`src/hdl/ipr_pkg.sv`:
```
// ----------------------------------------------------------------------------
// ipr_pkg
// Shared widths, constants, types and helpers for the interval product
// renormalizer.
// ----------------------------------------------------------------------------
package ipr_pkg;

    localparam int SCALE_BITS = 16;
    localparam int VAL_W      = SCALE_BITS + 1;       // interval bounds, 0 .. 2^S
    localparam int WORD_W     = 16;                   // emitted word
    localparam int PROD_W     = 2 * VAL_W;            // narrowing products
    localparam int INT_W      = PROD_W - SCALE_BITS;  // integer part of a product

    localparam logic [VAL_W-1:0] ONE_VAL = VAL_W'(1) << SCALE_BITS;

    typedef struct packed {
        logic             start_req;
        logic [VAL_W-1:0] sub_low;
        logic [VAL_W-1:0] sub_high;
    } t_step_req;

    typedef struct packed {
        logic              emit_valid;
        logic [WORD_W-1:0] emitted_word;
        logic [VAL_W-1:0]  cur_low;
        logic [VAL_W-1:0]  cur_high;
    } t_step_res;

    function automatic logic [VAL_W-1:0] sat_scale(input logic [VAL_W-1:0] v);
        return (v > ONE_VAL) ? ONE_VAL : v;
    endfunction

endpackage

```
`src/hdl/ipr_if.sv`:
```
// ----------------------------------------------------------------------------
// ipr_in_if / ipr_out_if
// Valid/ready channels carrying sub-intervals in and step results out.
// ----------------------------------------------------------------------------
interface ipr_in_if import ipr_pkg::*; ();
    logic             valid;
    logic             ready;
    logic             start_req;
    logic [VAL_W-1:0] sub_low;
    logic [VAL_W-1:0] sub_high;

    modport source (output valid, output start_req, output sub_low, output sub_high,
                    input ready);
    modport sink   (input valid, input start_req, input sub_low, input sub_high,
                    output ready);
endinterface


```
`src/hdl/ipr_in_reg.sv`:
```
// ----------------------------------------------------------------------------
// ipr_in_reg
// Input register: captures one sub-interval per transfer and holds it until
// the narrowing stage takes it.
// ----------------------------------------------------------------------------
module ipr_in_reg import ipr_pkg::*; (
    input  logic      i_clk,
    input  logic      i_rst_n,
    ipr_in_if.sink    i_in,
    input  logic      i_advance,
    output logic      o_valid,
    output t_step_req o_req
);

    logic      r_valid;
    logic      n_valid;
    t_step_req r_req;

    assign i_in.ready = !r_valid || i_advance;

    always_comb begin
        n_valid = r_valid;
        if (i_in.ready) begin
            n_valid = i_in.valid;
        end
    end

    always_ff @(posedge i_clk) begin
        if (!i_rst_n) begin
            r_valid <= 1'b0;
        end else begin
            r_valid <= n_valid;
        end
    end

    always_ff @(posedge i_clk) begin
        if (i_in.valid && i_in.ready) begin
            r_req.start_req <= i_in.start_req;
            r_req.sub_low   <= i_in.sub_low;
            r_req.sub_high  <= i_in.sub_high;
        end
    end

    assign o_valid = r_valid;
    assign o_req   = r_req;

endmodule

```
`src/flat_wrapper.sv`:
```
// flat-port wrapper written by rule: the top's interface ports become plain ports
module ipr_in_reg_flat import ipr_pkg::*;
  (i_clk, i_rst_n, i_advance, o_valid, o_req, i_in_valid, i_in_start_req, i_in_sub_low, i_in_sub_high, i_in_ready);
  ipr_in_if i_in_i ();
  input  logic i_clk;
  input  logic i_rst_n;
  input  logic i_advance;
  output logic o_valid;
  output t_step_req o_req;
  input wire logic [$bits(i_in_i.valid)-1:0] i_in_valid;
  input wire logic [$bits(i_in_i.start_req)-1:0] i_in_start_req;
  input wire logic [$bits(i_in_i.sub_low)-1:0] i_in_sub_low;
  input wire logic [$bits(i_in_i.sub_high)-1:0] i_in_sub_high;
  output wire logic [$bits(i_in_i.ready)-1:0] i_in_ready;
  assign i_in_i.valid = i_in_valid;
  assign i_in_i.start_req = i_in_start_req;
  assign i_in_i.sub_low = i_in_sub_low;
  assign i_in_i.sub_high = i_in_sub_high;
  assign i_in_ready = i_in_i.ready;
  ipr_in_reg u_core (.i_clk(i_clk), .i_rst_n(i_rst_n), .i_in(i_in_i), .i_advance(i_advance), .o_valid(o_valid), .o_req(o_req));
endmodule
```
`config.mk`:
```
export PLATFORM = sky130hd
export DESIGN_NAME = ipr_in_reg_flat
export DESIGN_NICKNAME = d
export VERILOG_FILES = /design/src/hdl/ipr_pkg.sv /design/src/hdl/ipr_if.sv /design/src/hdl/ipr_in_reg.sv /design/src/flat_wrapper.sv
export SDC_FILE = /design/constraint.sdc
export NUM_CORES = 1
export LEC_CHECK = 0
export BUFFER_PORTS_ARGS = -buffer_cell sky130_fd_sc_hd__buf_2
export CORE_MARGIN = 3
export CORE_UTILIZATION = 43
export CTS_CLUSTER_SIZE = 14
export DETAILED_ROUTE_END_ITERATION = 10
export HOLD_SLACK_MARGIN = 0.12
export PLACE_DENSITY_LB_ADDON = 0.1
export SLEW_MARGIN = 20
export SYNTH_ARGS = -nofsm -noshare
export SYNTH_HDL_FRONTEND = slang
export SYNTH_SLANG_ARGS = --single-unit
```
`constraint.sdc`:
```
create_clock -name i_clk -period 2.9 [get_ports i_clk]
set_input_delay 0.29 -clock i_clk [delete_from_list [all_inputs] [get_ports i_clk]]
set_output_delay 0.29 -clock i_clk [all_outputs]
set_load 0.1 [all_outputs]
```
### Yosys cells after proc, flatten, opt, wreduce, memory -nomap -nowiden

Index checks and enable logic that the tools add are counted.

| operators by class | value |
|---|---|
| reductions and logical operators | 3 |

Operator list:

| kind | count |
|---|---|
| logical AND 1 bit | 1 |
| logical NOT 1 bit | 1 |
| logical OR 1 bit | 1 |

| word-level totals | value |
|---|---|
| register bits after elaboration | 36 |
| output and inout bits | 37 |
| bits of input ports | 39 |
| word-level logic and storage cells | 7 |

### Longest topological paths before layout

Gate-level depths: netlist of the first run.

| logic depth | value |
|---|---|
| depth in word-level cells | 3 |
| gate-level depth with buffers | 2 |
| mapped depth without buffers | 2 |

### Least setup slack after synthesis of the first run

No wires, ideal clock.

| timing path | value |
|---|---|
| path type | register to register |
| from | register u_core.r_valid (netlist: u_core.o_valid) |
| to | register u_core.r_req (netlist bit u_core.o_req[0]) (enable) |
| library setup time | 283 ps |
| slack | 863 ps |
| data arrival time | 1753 ps |
| data required time | 2617 ps |
| stages on the path, launching flop included | 3 |
| buffers on the path | 0 |
| clock period less this slack | 2037 ps |
| cell sequence | dfxtp_1 nand2b_4 and2_4 |

| on the way | value |
|---|---|
| longest elaborated chain between the ends | 3 |

Ends and longest elaborated chain:

| item | RTL line | text |
|---|---|---|
| from (decl) | ipr_in_reg.sv:15 | `logic r_valid;` |
| from (signal assigned) | ipr_in_reg.sv:32 | `r_valid <= n_valid;` |
| logical NOT 1 bit | ipr_in_reg.sv:19 | `assign i_in.ready = !r_valid \|\| i_advance;` |
| logical OR 1 bit | ipr_in_reg.sv:19 |  |
| net i_in_ready | flat_wrapper.sv:14 | `output wire logic [$bits(i_in_i.ready)-1:0] i_in_ready;` |
| logical AND 1 bit | ipr_in_reg.sv:37 | `if (i_in.valid && i_in.ready) begin` |
| to (decl) | ipr_in_reg.sv:17 | `t_step_req r_req;` |

The timed path passes the listed nets, and every way through them passes these cells.
A chain may end at the register's enable or synchronous reset.

### Final worst setup path of the first run

| timing path | value |
|---|---|
| from | register u_core.r_valid (netlist: u_core.o_valid) |
| to | output port i_in_ready |

| on the way | value |
|---|---|
| longest elaborated chain between the ends | 2 |

Ends and longest elaborated chain:

| item | RTL line |
|---|---|
| logical NOT 1 bit | ipr_in_reg.sv:19 |
| logical OR 1 bit | ipr_in_reg.sv:19 |
| to (decl) | flat_wrapper.sv:14 |

Every way passes these cells.

==> results of run 1 <==
area by class of cell:
| cell class | instances | area, sq um | share of cell area [%] |
|---|---|---|---|
| sequential | 36 | 1070 | 68.0 |
| timing repair buffer | 76 | 385 | 24.5 |
| clock buffer | 6 | 41.3 | 2.62 |
| tap | 28 | 35.0 | 2.22 |
| multi-input combinational | 3 | 33.8 | 2.14 |
| clock inverter | 1 | 5.00 | 0.318 |
| inverter | 1 | 3.75 | 0.238 |
through the flow:
stage | total power [uW] | utilization (%) | cell area (sq um) | worst slack, ns | std cells
finish | 1120 | 67.9 | 1580 | 1.45 | 151
global route | 1170 | 67.9 | 1580 | 1.39 | 151
CTS | 1140 | 67.5 | 1570 | 1.43 | 150
detailed placement | 913 | 65.5 | 1520 | 1.61 | 143
global placement | 910 | 65.5 | 1520 | 1.63 | 143
floorplan | 857 | - | 1110 | 0.863 | 40
sequential cells by signal, indices dropped and copies added (netlist names):
| name | flops |
|---|---|
| u_core.o_req | 35 |
| u_core.o_valid | 1 |
worst register-to-register path: stages, from the launching register on:
cell,delay [ns]
sky130_fd_sc_hd__dfxtp_1,0.34
sky130_fd_sc_hd__nand2b_4,0.09
sky130_fd_sc_hd__and2_4,0.42
cell usage after synthesis:
master	count
sky130_fd_sc_hd__inv_1	1
sky130_fd_sc_hd__edfxtp_1	35
sky130_fd_sc_hd__dfxtp_1	1
sky130_fd_sc_hd__nand2b_4	1
sky130_fd_sc_hd__a21boi_2	1
sky130_fd_sc_hd__and2_4	1
how the worst max path moves through the flow:
stage,start,end,slack [ns],cells after the start
floorplan,u_core.o_valid,u_core.o_req[0],0.86,2
global placement,i_advance,u_core.o_req[31],1.63,3
detailed placement,i_advance,u_core.o_req[33],1.61,3
CTS,u_core.o_valid,i_in_ready,1.43,2
global route,u_core.o_valid,i_in_ready,1.39,2
finish,u_core.o_valid,i_in_ready,1.45,2
metal layers:
metal	vias to the layer above	global-route usage, %
met3	0	6.90
met5	-	0
met4	0	1.99
met2	47	22.6
li1	322	-
met1	296	14.3
power by group through the flow:
stage	Sequential (uW)	Combinational, uW	Clock [uW]
floorplan	839	17.7	0
global placement	625	285	0
detailed placement	626	286	0
CTS	615	287	235
global route	617	293	263
finish	614	285	224
kinds of logic (layout without fill, tap and decap cells):
logic type	Yosys count	in the layout	share of synthesized area, %
compound gates	1	1	1.02
buf+inv	1	84	0.338
flops	36	36	96.6
simple gates	2	2	2.03
==> impl_summary.txt, run 1 <==
----------------------------------------------------
[Run status]
  Result of the run ... complete, no violations

[Critical path]
  Critical path arrival ... 1.16 ns
  Reg2Reg Launch Point ... u_core.o_valid
  Logic depth of the worst register-to-register path ... 2
  Critical Path Start Type ... flip-flop
  Reg-to-reg endpoint ... u_core.o_req[3]
  Critical path cell sequence ... nand2b_4 > buf_2
  Worst-path fanout max ... 3
  Slowest stage cell, crit path ... sky130_fd_sc_hd__buf_2
  FF-to-FF setup slack ... ~1.7 ns
  Startpoint-to-endpoint class of the critical path ... reg -> out
  Bufs and invs on worst path ... 1
  Endpoint class of the critical path ... output port
  Worst path top cell family by delay ... buffers and inverters
  Critical path's largest stage delay ... 0.42 ns
  Data required time of the critical path ... roughly 2.6 ns

[STA]
  Final period utilization ... 49.9%
  Number of hold violations in the final report ... 0
  Post-route worst hold slack ... 0.150 ns
  Worst Skew ... 0.00488 ns
  Final min period ... 1.45 ns
  Max frequency ... 691 MHz
  Slew @ Worst Pin ... 0.498 ns
  Unrepaired setup endpoints after global routing ... no
  Number of max-slew violations in the final report ... 0
  Sum Neg Setup Slack ... 0 ns
  Headroom to the max-slew limit ... between 60% and 70%
  Final setup vio count ... 0

[Drt]
  Routed met2 length ... between 1 and 1.5 mm
  WL final ... 1.98 mm
  Drt first-iter violations ... 12
  Remaining antenna violation count ... 0
  First-pass iteration count of the detailed router ... 3
  Detailed-route via count ... between 600 and 700
  Detail-routed via count per cell ... 4.40
  Average wire per standard cell ... between 10 and 15 microns
  Highest metal layer used by the detailed router ... met3
  Length of routed met3 wiring ... 249 microns
  Wire length the detailed router placed on met1 ... 669 microns
  Residual DRC count ... 0

[Synth]
  Post-synth net total ... 79
  Cell Area, Synth ... between 1000 and 1500 sq um
  Synth Register Bits ... 36
  Portion of the post-synthesis area used by sequential elements ... around 97%
  Biggest area consumer among synthesized cells ... sky130_fd_sc_hd__edfxtp_1
  Gate Count Post-Synth ... 40
  Unique cell type count in the Yosys netlist ... 6
  Synth Area per Inst ... 27.7 sq um
  Total number of yosys warnings ... 0
  Top post-synthesis cells by area ... sky130_fd_sc_hd__edfxtp_1 (95%), sky130_fd_sc_hd__dfxtp_1 (1.8%), sky130_fd_sc_hd__nand2b_4 (1.2%), sky130_fd_sc_hd__a21boi_2 (1.0%), sky130_fd_sc_hd__and2_4 (0.79%)
  Post-synth top area share ... a little over nine tenths

[Clocking]
  Post-CTS Hold Buffers ... 0
  # resized after CTS ... 0
  Latest clock arrival within the worst-skew pair ... between 0.3 and 0.4 ns
  H-tree depth ... 2
  Post-CTS setup buffer count ... 0
  Clock transition at the registers of the reported paths ... 0.09 ns
  TritonCTS clock tree ... built
  Number of sinks driven by the clock tree ... 36
  Library cell used as clock root buffer ... sky130_fd_sc_hd__clkbuf_4
  Maximum buffer depth of the clock tree ... 2
  Number of CTS-inserted buffers ... 5

[Floorplan]
  Die extent in y ... 56.8 microns
  Chip width ... 56.8 microns
  Die area ... 3220 sq um
  Area of the placeable core ... 2320 sq um
  Core Rows ... 17
  Starting utilization of the core area ... a little under half
  Number of top-level design ports ... 76

[Power and ir drop]
  Worst-case vdd ir drop ... 0.450 mV
  Part of the total power dissipated in the clock network ... 19.9%
  Portion of total power attributed to combinational logic ... 25.4%
  Lkg Pwr ... 0.000694 uW
  Cell Int Power ... between 700 and 800 uW
  Share of total power consumed by net switching ... 34.5%
  Net switching power ... 387 uW
  Total power divided by cell area ... 713 nW/um^2
  Sequential Power Share ... 54.7%

[Placement]
  Count of port buffers added during placement ... 75
  Weighted congestion reported at the end of routability-driven placement ... a little under 0.7

[Final layout]
  Area added between synthesis and finish ... 42.1%
  Most frequent cells in the layout ... sky130_fd_sc_hd__buf_2 (75), sky130_fd_sc_hd__edfxtp_1 (35), sky130_fd_sc_hd__clkbuf_4 (5)
  Inserted Diodes ... 0
  Fin nets ... 162
  Most common cell after layout, fill and taps aside ... sky130_fd_sc_hd__buf_2
  Ratio of cells with drive above 1 in the final layout ... 68.3%
  Total of fill cells in the finished design ... 179

[Global routing]
  Pin count of the biggest net entering global routing ... 36
  GRT overflow ... 0
  Global-route usage over all layers ... about an eighth
  Antenna violations before repair ... 0
  Number of global-route vias before repair ... 674
  Global-route wire length before repair ... 3.08 mm

[Hold path]
  Kind of path behind the tightest hold check ... in -> reg
  Hold path cells ... 1
  Launch point of the worst hold path ... i_in_sub_high[13]
  Worst-case hold path end point ... u_core.o_req[13]

[Flow run]
  Reported max-cap violation count ... 0

----------------------------------------------------
Note: power is estimated with default switching activity, not from simulation.
==> inputs of run 2 (changes only) <==
- CORE_UTILIZATION: 43 -> 39
- clock period: 2.9 -> 1.38 ns (I/O delays scaled with it)
==> impl_summary.txt, run 2 (synthesis results as in run 1) <==
----------------------------------------------------
[Run status]
  Result of the run ... complete, no violations

[Drt]
  Remaining antenna violation count ... 0 (unchanged)
  Average wire per standard cell ... 13.7 microns (+4.5%)
  Detailed-route via count ... 814 (+22%)
  Detail-routed via count per cell ... 4.31 (-2.2%)
  WL final ... 2.59 mm (+31%)
  Drt first-iter violations ... 13 (+1)
  First-pass iteration count of the detailed router ... 4 (+1)
  Residual DRC count ... 0 (unchanged)

[Final layout]
  Total of fill cells in the finished design ... 154 (-14%)
  Most frequent cells in the layout ... sky130_fd_sc_hd__buf_2 (75), sky130_fd_sc_hd__dlygate4sd3_1 (37), sky130_fd_sc_hd__edfxtp_1 (35), sky130_fd_sc_hd__clkbuf_4 (5)
  Area added between synthesis and finish ... 75.2%
  Inserted Diodes ... 0 (unchanged)
  Most common cell after layout, fill and taps aside ... sky130_fd_sc_hd__buf_2
  Ratio of cells with drive above 1 in the final layout ... 53.5% (-15 points)
  Fin nets ... 198 (+22%)
  Flip-flop count of the largest register after layout ... 35 (unchanged)

[STA]
  Unrepaired setup endpoints after global routing ... no
  Number of max-slew violations in the final report ... 0 (unchanged)
  Number of hold violations in the final report ... 0 (unchanged)
  Slew @ Worst Pin ... 0.495 ns (-0.00315 ns)
  Post-route worst hold slack ... 0.400 ns (+0.250 ns)
  Final min period ... 1.31 ns
  Sum Neg Setup Slack ... 0 ns (unchanged)
  Worst Skew ... 0.00562 ns (+0.000736 ns)
  Final period utilization ... 94.8%
  Max frequency ... 764 MHz
  Headroom to the max-slew limit ... 67.3% (+0.21 points)
  Final setup vio count ... 0 (unchanged)
  Final worst-path setup slack ... 0.0718 ns (-1.38 ns)

[Clocking]
  Clock transition at the registers of the reported paths ... 0.09 ns (about the same)
  Maximum buffer depth of the clock tree ... 2 (unchanged)
  Library cell used as clock root buffer ... sky130_fd_sc_hd__clkbuf_4
  Number of sinks driven by the clock tree ... 36 (unchanged)
  Post-CTS Hold Buffers ... 37 (+37)
  # resized after CTS ... 0 (unchanged)
  Latest clock arrival within the worst-skew pair ... 0.32 ns (about the same)
  H-tree depth ... 2 (unchanged)
  Number of CTS-inserted buffers ... 5 (unchanged)
  Post-CTS setup buffer count ... 0 (unchanged)
  TritonCTS clock tree ... built

[Critical path]
  Critical path's largest stage delay ... 0.42 ns (about the same)
  Critical Path Start Type ... flip-flop
  Slowest stage cell, crit path ... sky130_fd_sc_hd__buf_2
  Worst-path fanout max ... 3 (unchanged)
  Worst path top cell family by delay ... buffers and inverters
  FF-to-FF setup slack ... 0.18 ns (-1.52 ns)
  Critical path arrival ... 1.17 ns (about the same)
  Bufs and invs on worst path ... 1 (unchanged)
  Critical path cell sequence ... nand2b_4 > buf_2
  Startpoint-to-endpoint class of the critical path ... reg -> out
  Endpoint class of the critical path ... output port
  Data required time of the critical path ... 1.24 ns (-1.37 ns)

[Floorplan]
  Starting utilization of the core area ... 42.8% (-5.0 points)
  Die area ... 3520 sq um (+9.1%)
  Core Rows ... 18 (+1)
  Die extent in y ... 59.3 microns (+4.5%)
  Area of the placeable core ... 2590 sq um (+12%)
  Chip width ... 59.3 microns (+4.5%)
  Number of top-level design ports ... 76 (unchanged)

[Power and ir drop]
  Part of the total power dissipated in the clock network ... 19.9% (about the same)
  Lkg Pwr ... 0.000847 uW (+22%)
  Share of total power consumed by net switching ... 34.5% (about the same)
  Total power divided by cell area ... 1270 nW/um^2 (+78%)
  Sequential Power Share ... 52.3% (-2.4 points)
  Worst-case vdd ir drop ... 1.05 mV (+130%)
  Cell Int Power ... 1610 uW (+120%)
  Net switching power ... 849 uW (+120%)
  Portion of total power attributed to combinational logic ... 27.8% (+2.4 points)

[Hold path]
  Kind of path behind the tightest hold check ... in -> reg

[Global routing]
  Global routing met2 resource utilization ... 27.8% (+5.2 points)
  Number of global-route vias before repair ... 871 (+29%)
  GRT overflow ... 0 (unchanged)
  Busiest layer in global routing ... met2
  Global-route wire length before repair ... 3.78 mm (+23%)
  Met1 global-route usage ... 15.2% (+0.87 points)
  Met3 Track Usage GR ... 8.28% (+1.4 points)
  Global-route usage over all layers ... 15.5% (+2.5 points)
  Pin count of the biggest net entering global routing ... 36 (unchanged)
  Antenna violations before repair ... 0 (unchanged)

[Placement]
  Weighted congestion reported at the end of routability-driven placement ... 0.675 (-0.28%)
  Dpl ws ... 0.176 ns (-1.43 ns)
  Count of port buffers added during placement ... 75 (unchanged)

[Flow run]
  Reported max-cap violation count ... 0 (unchanged)

----------------------------------------------------
[run 2: cell types whose count changed in the layout (fill, tap and decap cells not counted)]
cell	before	now
sky130_fd_sc_hd__dlygate4sd3_1	1	37
sky130_fd_sc_hd__dfxtp_4	0	1
sky130_fd_sc_hd__dfxtp_1	1	0
[run 2: final timing paths]
check	startpoint	endpoint	depth (start not counted)
worst max-delay path	u_core.o_valid	i_in_ready	2
worst min-delay path	i_in_valid	u_core.o_req[10]	2
worst max register to register	u_core.o_valid	u_core.o_req[4]	2
worst min register to register	u_core.o_valid	u_core.o_req[10]	2
[run 2: power by group through the flow]
stage               registers, uW  clock network [uW]  logic [uW]
floorplan                    1760                   0        37.2
global placement             1310                   0         598
detailed placement           1310                   0         601
CTS                          1290                 517         681
global route                 1300                 559         705
finish                       1290                 489         685
[run 2: metal layers]
layer | share of wire, % | routed length (microns)
met5 | 0 | 0
met2 | 52 | 1340
met3 | 13 | 346
met1 | 34 | 874
met4 | 1.2 | 30
[run 2: area by class of cell]
cell class / instances / area (sq um) / area share [%]
clock buffer: 6 / 41.3 / 2.13
sequential: 36 / 1070 / 55.3
clock inverter: 1 / 5.00 / 0.258
tap: 30 / 37.5 / 1.93
timing repair buffer: 112 / 746 / 38.4
multi-input combinational: 3 / 33.8 / 1.74
inverter: 1 / 3.75 / 0.193
[run 2: per-stage QoR]
step	utilization [%]	instance area [sq um]	cells	total power (uW)
6_report	75.0	1940	189	2460
3_3_place_gp	58.9	1530	145	1910
4_1_cts	75.0	1940	189	2490
5_1_grt	75.0	1940	189	2560
3_5_place_dp	58.9	1530	145	1920
2_1_floorplan	-	1110	40	1800
==> inputs of run 3 (changes only) <==
- REMOVE_ABC_BUFFERS: unset -> 1
==> impl_summary.txt, run 3 (synthesis results as in run 1) <==
----------------------------------------------------
[Clocking]
  Post-CTS setup buffer count ... 0 (unchanged)
  Latest clock arrival within the worst-skew pair ... 0.33 ns (about the same)
  Maximum buffer depth of the clock tree ... 2 (unchanged)
  H-tree depth ... 2 (unchanged)
  Clock transition at the registers of the reported paths ... 0.10 ns (about the same)
  TritonCTS clock tree ... built
  Number of sinks driven by the clock tree ... 36 (unchanged)
  Library cell used as clock root buffer ... sky130_fd_sc_hd__clkbuf_4
  Number of CTS-inserted buffers ... 5 (unchanged)

[Floorplan]
  Die area ... 3520 sq um (unchanged)
  Starting utilization of the core area ... 42.8% (unchanged)
  Chip width ... 59.3 microns (unchanged)
  Area of the placeable core ... 2590 sq um (unchanged)
  Die extent in y ... 59.3 microns (unchanged)
  Number of top-level design ports ... 76 (unchanged)
  Core Rows ... 18 (unchanged)

[STA]
  Final setup vio count ... 0 (unchanged)
  Number of hold violations in the final report ... 0 (unchanged)
  Max frequency ... 774 MHz (+1.3%)
  Final min period ... 1.29 ns (-0.0163 ns)
  Worst Skew ... 0.00711 ns (+0.00149 ns)
  Sum Neg Setup Slack ... 0 ns (unchanged)
  Headroom to the max-slew limit ... 67.5% (+0.27 points)
  Final period utilization ... 93.6% (-1.2 points)
  Post-route worst hold slack ... 0.387 ns (-0.0128 ns)
  Number of max-slew violations in the final report ... 0 (unchanged)
  Slew @ Worst Pin ... 0.491 ns (-0.00406 ns)
  Unrepaired setup endpoints after global routing ... no

[Drt]
  Average wire per standard cell ... 14.2 microns (+3.3%)
  WL final ... 2.70 mm (+4.4%)
  First-pass iteration count of the detailed router ... 2 (-2)
  Remaining antenna violation count ... 0 (unchanged)
  Detailed-route via count ... 842 (+3.4%)
  Detail-routed via count per cell ... 4.41 (+2.4%)
  Residual DRC count ... 0 (unchanged)
  Drt first-iter violations ... 18 (+5)

[Final layout]
  Fin nets ... 199 (+0.51%)
  FF+latch area ... 1070 sq um (-0.35%)
  Flip-flop count of the largest register after layout ... 35 (unchanged)
  Ratio of cells with drive above 1 in the final layout ... 53.4% (about the same)
  Area added between synthesis and finish ... 79.6%
  Finished Cell Area ... 1990 sq um (+2.5%)
  Most common cell after layout, fill and taps aside ... sky130_fd_sc_hd__buf_2
  Most frequent cells in the layout ... sky130_fd_sc_hd__buf_2 (74), sky130_fd_sc_hd__dlygate4sd3_1 (37), sky130_fd_sc_hd__edfxtp_1 (35), sky130_fd_sc_hd__clkbuf_4 (6)
  Inserted Diodes ... 0 (unchanged)
  Total of fill cells in the finished design ... 151 (-1.9%)
  Footprint of the multi-input gates ... 33.8 sq um (unchanged)

[Critical path]
  Worst path top cell family by delay ... buffers and inverters
  Endpoint class of the critical path ... output port
  FF-to-FF setup slack ... 0.20 ns (+0.02 ns)
  Worst-path fanout max ... 2 (-1)
  Critical path startpoint ... u_core.o_valid
  Data required time of the critical path ... 1.24 ns (about the same)
  Bufs and invs on worst path ... 1 (unchanged)
  Critical Path Start Type ... flip-flop
  Critical path arrival ... 1.15 ns (-0.02 ns)
  Logic depth of the worst register-to-register path ... 3 (+1)
  Startpoint-to-endpoint class of the critical path ... reg -> out
  Critical path's largest stage delay ... 0.44 ns (+0.02 ns)
  Slowest stage cell, crit path ... sky130_fd_sc_hd__buf_2
  Critical path cell sequence ... buf_2
  Reg2Reg Launch Point ... u_core.o_valid
  Reg-to-reg endpoint ... u_core.o_valid

[Power and ir drop]
  Total power divided by cell area ... 1350 nW/um^2 (+6.6%)
  Lkg Pwr ... 0.000871 uW (+2.9%)
  Worst-case vdd ir drop ... 1.24 mV (+18%)

[Global routing]
  Global-route usage over all layers ... 17.0% (+1.5 points)
  GRT overflow ... 0 (unchanged)
  Antenna violations before repair ... 0 (unchanged)
  Global-route wire length before repair ... 4.15 mm (+9.7%)
  Number of global-route vias before repair ... 888 (+2.0%)
  Pin count of the biggest net entering global routing ... 36 (unchanged)

[Run status]
  Result of the run ... complete, no violations

[Hold path]
  Worst-case hold path end point ... u_core.o_req[9]
  Kind of path behind the tightest hold check ... in -> reg
  Hold path cells ... 3 (+1)
  Launch point of the worst hold path ... i_in_valid

[Flow run]
  Reported max-cap violation count ... 0 (unchanged)

[Placement]
  Count of port buffers added during placement ... 75 (unchanged)
  Placed inst area ... 1540 sq um (+1.1%)
  Weighted congestion reported at the end of routability-driven placement ... 0.661 (-2.1%)

----------------------------------------------------
run 3: report_power, final:
part | leakage [uW] | switching [uW] | internal, uW
combinational | 0.000482 | 533 | 160
clock | 0.0000422 | 326 | 380
sequential | 0.000347 | 17.1 | 1270
total | 0.000871 | 876 | 1810
run 3: cell type report:
cell class | instances | area share [%]
flip-flops and latches | 36 | 53.8
repair buffers | 113 | 38.6
clock buffers | 6 | 2.07
well taps | 30 | 1.89
clock inverters | 2 | 1.76
multi-input cells | 3 | 1.70
inverters | 1 | 0.189
run 3: timing repair:
item                                    4_1_cts  5_1_grt
hold buffers                                 37        0
resized for setup                             0        1
hold endpoints to repair                     36        0
endpoints found under the setup margin        0        1
run 3: routing by layer:
metal	vias to the layer above	GRT usage [%]	routed length, microns
met5	-	0	0
met4	0	5.83	15
met3	2	6.10	259
met2	50	30.1	1490
met1	390	18.7	941
li1	400	-	-
run 3: worst max path at each step:
stage / end / cells past startpoint / slack [ns]
global route: o_valid / 1 / 0.02
finish: o_valid / 1 / 0.09
CTS: i_in_ready / 2 / 0.05
detailed placement: u_core.o_req[2] / 3 / 0.32
global placement: u_core.o_req[27] / 3 / 0.33
floorplan: u_core.o_req[0] / 2 / -0.66
run 3: through the flow:
stage	instances	utilization [%]	setup slack [ns]	total power [uW]
detailed placement	146	59.5	0.317	1930
floorplan	40	-	-0.657	1800
CTS	191	76.8	0.0498	2700
global route	191	76.9	0.0193	2780
global placement	146	59.5	0.329	1920
finish	191	76.9	0.0881	2690
